File: src/swrpm_pkg.sv
`timescale 1ns / 1ps
package swrpm_pkg;

    localparam int DEF_MAX_WINDOW  = 1024;
    localparam int DEF_SAMPLE_BITS = 24;

    localparam int CFG_W        = 11;
    localparam logic [CFG_W-1:0] WINDOW_RESET = 11'd882;

    localparam int ENERGY_W     = 57;
    localparam int ENERGY_OUT_W = 56;
    localparam int FIELD_W      = 24;

    localparam logic [ENERGY_W-1:0] ENERGY_LIMIT = '1;

    // Restoring divider takes one quotient bit per step
    localparam int DIV_STEPS  = ENERGY_W;
    // Square root retires one root bit (two radicand bits) per step
    localparam int ROOT_W     = 29;
    localparam int RAD_W      = 2 * ROOT_W;
    localparam int SQRT_STEPS = ROOT_W;
    localparam int STEP_W     = $clog2(DIV_STEPS);

    typedef enum logic [3:0] {
        ST_IDLE,
        ST_SQUARE,
        ST_ADD,
        ST_SUB,
        ST_BEST,
        ST_DIV_LOAD,
        ST_DIV,
        ST_SQRT_LOAD,
        ST_SQRT,
        ST_EMIT
    } state_t;

    typedef struct packed {
        logic accept;
        logic square;
        logic add;
        logic sub;
        logic best;
        logic div_load;
        logic div_step;
        logic sqrt_load;
        logic sqrt_step;
        logic emit;
    } ctrl_cmd_t;

    typedef struct packed {
        logic end_of_note;
        logic out_free;
    } dp_status_t;

endpackage

File: src/swrpm_ctrl.sv
`timescale 1ns / 1ps
module swrpm_ctrl (
    input  logic                   aclk,
    input  logic                   aresetn,
    input  logic                   s_valid,
    output logic                   s_ready,
    input  swrpm_pkg::dp_status_t  status,
    output swrpm_pkg::ctrl_cmd_t   cmd
);
    import swrpm_pkg::*;

    state_t              state_reg, state_next;
    logic [STEP_W-1:0]   step_reg, step_next;

    always_ff @(posedge aclk) begin
        if (!aresetn) begin
            state_reg <= ST_IDLE;
            step_reg  <= '0;
        end else begin
            state_reg <= state_next;
            step_reg  <= step_next;
        end
    end

    always_comb begin
        state_next = state_reg;
        step_next  = step_reg;
        case (state_reg)
            ST_IDLE: begin
                if (s_valid) state_next = ST_SQUARE;
            end
            ST_SQUARE: state_next = ST_ADD;
            ST_ADD:    state_next = ST_SUB;
            ST_SUB:    state_next = ST_BEST;
            ST_BEST: begin
                state_next = status.end_of_note ? ST_DIV_LOAD : ST_IDLE;
            end
            ST_DIV_LOAD: begin
                state_next = ST_DIV;
                step_next  = '0;
            end
            ST_DIV: begin
                if (step_reg == STEP_W'(DIV_STEPS - 1)) begin
                    state_next = ST_SQRT_LOAD;
                end else begin
                    step_next = step_reg + 1'b1;
                end
            end
            ST_SQRT_LOAD: begin
                state_next = ST_SQRT;
                step_next  = '0;
            end
            ST_SQRT: begin
                if (step_reg == STEP_W'(SQRT_STEPS - 1)) begin
                    state_next = ST_EMIT;
                end else begin
                    step_next = step_reg + 1'b1;
                end
            end
            ST_EMIT: begin
                // hold until the output register can take the result
                if (status.out_free) state_next = ST_IDLE;
            end
            default: state_next = ST_IDLE;
        endcase
    end

    always_comb begin
        cmd     = '0;
        s_ready = 1'b0;
        case (state_reg)
            ST_IDLE: begin
                s_ready    = aresetn;
                cmd.accept = s_valid && aresetn;
            end
            ST_SQUARE:    cmd.square    = 1'b1;
            ST_ADD:       cmd.add       = 1'b1;
            ST_SUB:       cmd.sub       = 1'b1;
            ST_BEST:      cmd.best      = 1'b1;
            ST_DIV_LOAD:  cmd.div_load  = 1'b1;
            ST_DIV:       cmd.div_step  = 1'b1;
            ST_SQRT_LOAD: cmd.sqrt_load = 1'b1;
            ST_SQRT:      cmd.sqrt_step = 1'b1;
            ST_EMIT:      cmd.emit      = status.out_free;
            default: begin
                cmd     = '0;
                s_ready = 1'b0;
            end
        endcase
    end

endmodule

File: config.mk
export PLATFORM = sky130hd
export DESIGN_NAME = swrpm_ctrl
export DESIGN_NICKNAME = d
export VERILOG_FILES = /design/src/swrpm_pkg.sv /design/src/swrpm_ctrl.sv
export SDC_FILE = /design/constraint.sdc
export NUM_CORES = 1
export LEC_CHECK = 0
export BUFFER_PORTS_ARGS = -buffer_cell sky130_fd_sc_hd__buf_2
export CAP_MARGIN = 20
export CORE_AREA = 2 2 40 42
export CTS_CLUSTER_SIZE = 40
export DETAILED_ROUTE_END_ITERATION = 10
export DIE_AREA = 0 0 42 44
export PLACE_DENSITY = 0.76
export SLEW_MARGIN = 40
export SYNTH_ARGS = -nofsm -noshare
export SYNTH_HDL_FRONTEND = slang
export SYNTH_SLANG_ARGS = --single-unit
File: constraint.sdc
create_clock -name aclk -period 3.9 [get_ports aclk]
set_input_delay 0.78 -clock aclk [delete_from_list [all_inputs] [get_ports aclk]]
set_output_delay 0.78 -clock aclk [all_outputs]
set_load 0.1 [all_outputs]
==> results.sh <==
export IMPL_grt_max_degree=14
export IMPL_cts_buffers=3
export IMPL_hold_path_cell_count=2
export IMPL_insertion_delay_ps=260
export IMPL_vias_per_cell=5.88
export IMPL_ys_ff_latch=10
export IMPL_min_to="step_reg[5]"
export IMPL_tns_ps=0
export IMPL_setup_viol=0
export IMPL_die_h_um=44
export IMPL_final_common_cell="buf_2"
export IMPL_largest_reg_flops=6
export IMPL_num_vias=717
export IMPL_synth_distinct_cells=32
export IMPL_max_freq_mhz=394
export IMPL_drt_iter0_drc=17
export IMPL_initial_core_util_pct=50.8
export IMPL_antenna_found_initial=0
export IMPL_critPathKind="reg -> out"
export IMPL_final_cell_mix="buf_2 (15), nor2_1 (11), dfxtp_1 (10)"
export IMPL_drtPass1Iterations=4
export IMPL_wl_um=1560
export IMPL_dieArea_um2=1850
export IMPL_drive_above_1_share_pct=22.6
export IMPL_endpoint_kind="output port"
export IMPL_grt_util_all_layers_pct=18.9
export IMPL_yosysWarnings=0
export IMPL_clockBufferDepth=2
export IMPL_drc_errors=0
export IMPL_die_w_um=42
export IMPL_routedWlPerCell_um=12.7
export IMPL_row_count=14
export IMPL_tightest_slew_ps=537
export IMPL_antenna_cells=0
export IMPL_min_from="step_reg[5]"
export IMPL_hpwl_um=1130
export IMPL_drtAntennaViolNets=0
export IMPL_cp_arrival_ps=1760
export IMPL_skew_ps=0.613
export IMPL_clockRootBuffer="clkbuf_4"
export IMPL_core_area_um2=1420
export IMPL_mappedNetlistArea_um2=721
export IMPL_maxCapViolations=0
export IMPL_sw_frac_of_total_pct=37.5
export IMPL_rr_worst_depth=4
export IMPL_critPathRequiredTime_ps=3120
export IMPL_seqPwrFrac_pct=45.9
export IMPL_hold_slack_ps=516
export IMPL_combPwrFrac_pct=25.4
export IMPL_ioPinCount=16
export IMPL_ys_seq_area_share_pct=27.8
export IMPL_port_buffers=15
export IMPL_syn2layout_area_growth_pct=13.0
export IMPL_grt_pass1_vias=628
export IMPL_post_cts_resized=0
export IMPL_ys_flop_type="dfxtp_1"
export IMPL_clkTransAtPathRegs_ps=60
export IMPL_grt_setup_unrepaired="no"
export IMPL_postCtsSetupBuffers=0
export IMPL_grt_ovfl_total=0
export IMPL_multi_input_area_um2=478
export IMPL_fillers=128
export IMPL_p_clk_share_pct=28.7
export IMPL_finalHoldViolCount=0
export IMPL_power_density_nw_per_um2=300
export IMPL_place_congestion=0.773
export IMPL_synthArstFlopShare_pct=0
export IMPL_total_leakage_power_uw=0.000313
export IMPL_period_share_pct=65.1
export IMPL_grt_pass1_wl_um=2670
export IMPL_htree_levels=1
export IMPL_min_period_ps=2540
export IMPL_nNetsFinal=115
export IMPL_synth_edf_count=0
export IMPL_slew_violations=0
export IMPL_hp_class="reg -> reg"
export IMPL_p_sw_uw=91.6
export IMPL_path_max_fanout=12
export IMPL_r2r_setup_slack_ps=2030
export IMPL_r2r_start="state_reg[2]"
export IMPL_synth_nets=101
export IMPL_clock_sinks=10
export IMPL_avgSynthCellArea_um2=7.67
export IMPL_regArea_um2=200
export IMPL_r2r_end="step_reg[0]"
export IMPL_status="complete, no violations"
export IMPL_cts_tree="yes"
export IMPL_ctsHoldBuffers=0
export IMPL_netlist_instances=94
export IMPL_internal_power_uw=153
export IMPL_critPathLaunchType="flop"
export IMPL_slew_headroom_pct=64.2
export IMPL_irDropWorstVdd_mv=0.114
[routing by layer]
metal,vias to the layer above,wire [µm],GRT usage (%)
li1,360,-,-
met1,334,717,23.7
met2,19,737,31.6
met3,4,76,2.92
met4,0,24,9.68
met5,-,0,0
[worst max-delay path, cell delays in order, from the launching register on]
cell and delay, ps:
dfxtp_1 660, nand2b_1 210, nor2_1 180, buf_2 450
[synth_stat cells, types with 2 or more instances]
master / number / area share [%]
dfxtp_1: 10 / 28
nor3_1: 8 / 5.6
and3_1: 2 / 1.7
ha_1: 2 / 3.5
o22ai_1: 3 / 2.6
inv_1: 5 / 2.6
nand2_1: 8 / 4.2
clkbuf_1: 3 / 1.6
nand3_1: 3 / 2.1
a21oi_1: 8 / 5.6
nand2b_1: 7 / 6.1
or3_1: 2 / 1.7
nand4_1: 2 / 1.7
nand3b_1: 3 / 3.1
nor2_1: 11 / 5.7
[power by group through the flow]
| stage | sequential [µW] | clock [µW] | combinational [µW] |
|---|---|---|---|
| floorplan | 108 | 0 | 60.5 |
| global placement | 115 | 0 | 61.7 |
| detailed placement | 114 | 0 | 62.1 |
| CTS | 112 | 73.1 | 62.4 |
| global route | 113 | 78.1 | 65.7 |
| finish | 112 | 70.1 | 62.1 |
[kinds of logic (layout without fill, tap and decap cells)]
kind of cell | count (synthesis) | count (layout) | synth area share, %
AO/OA/AOI/OAI | 21 | 21 | 22.7
XOR/XNOR | 1 | 1 | 1.22
adder cells (fa/ha/maj) | 2 | 2 | 3.47
buffers and inverters | 11 | 23 | 7.47
flip-flops | 10 | 10 | 27.8
AND/OR/NAND/NOR | 49 | 49 | 37.3
[worst max-delay path by stage]
stage                  from     end  slack (ps)
6_report       state_reg[2]  cmd[2]        1360
3_5_place_dp        aresetn  cmd[9]        1380
3_3_place_gp        aresetn  cmd[9]        1400
5_1_grt        state_reg[2]  cmd[5]        1240
2_1_floorplan     status[0]  cmd[0]         240
4_1_cts        state_reg[2]  cmd[2]        1350
[area by class of cell]
type	count	area share, %
clock buffers	3	2.76
flip-flops and latches	10	24.6
multi-input cells	73	58.7
well taps	16	2.46
inverters	5	2.30
repair buffers	15	9.22
[stage by stage]
stage / instances / total power (µW) / setup WS (ps) / instance area [µm²] / utilization [%]
global route: 122 / 257 / 1240 / 815 / 57.4
floorplan: 94 / 168 / 242 / 732 / -
global placement: 119 / 176 / 1400 / 792 / 55.8
CTS: 122 / 248 / 1350 / 815 / 57.4
finish: 122 / 244 / 1360 / 815 / 57.4
detailed placement: 119 / 177 / 1380 / 792 / 55.8
Note: power is estimated with default switching activity, not from simulation.
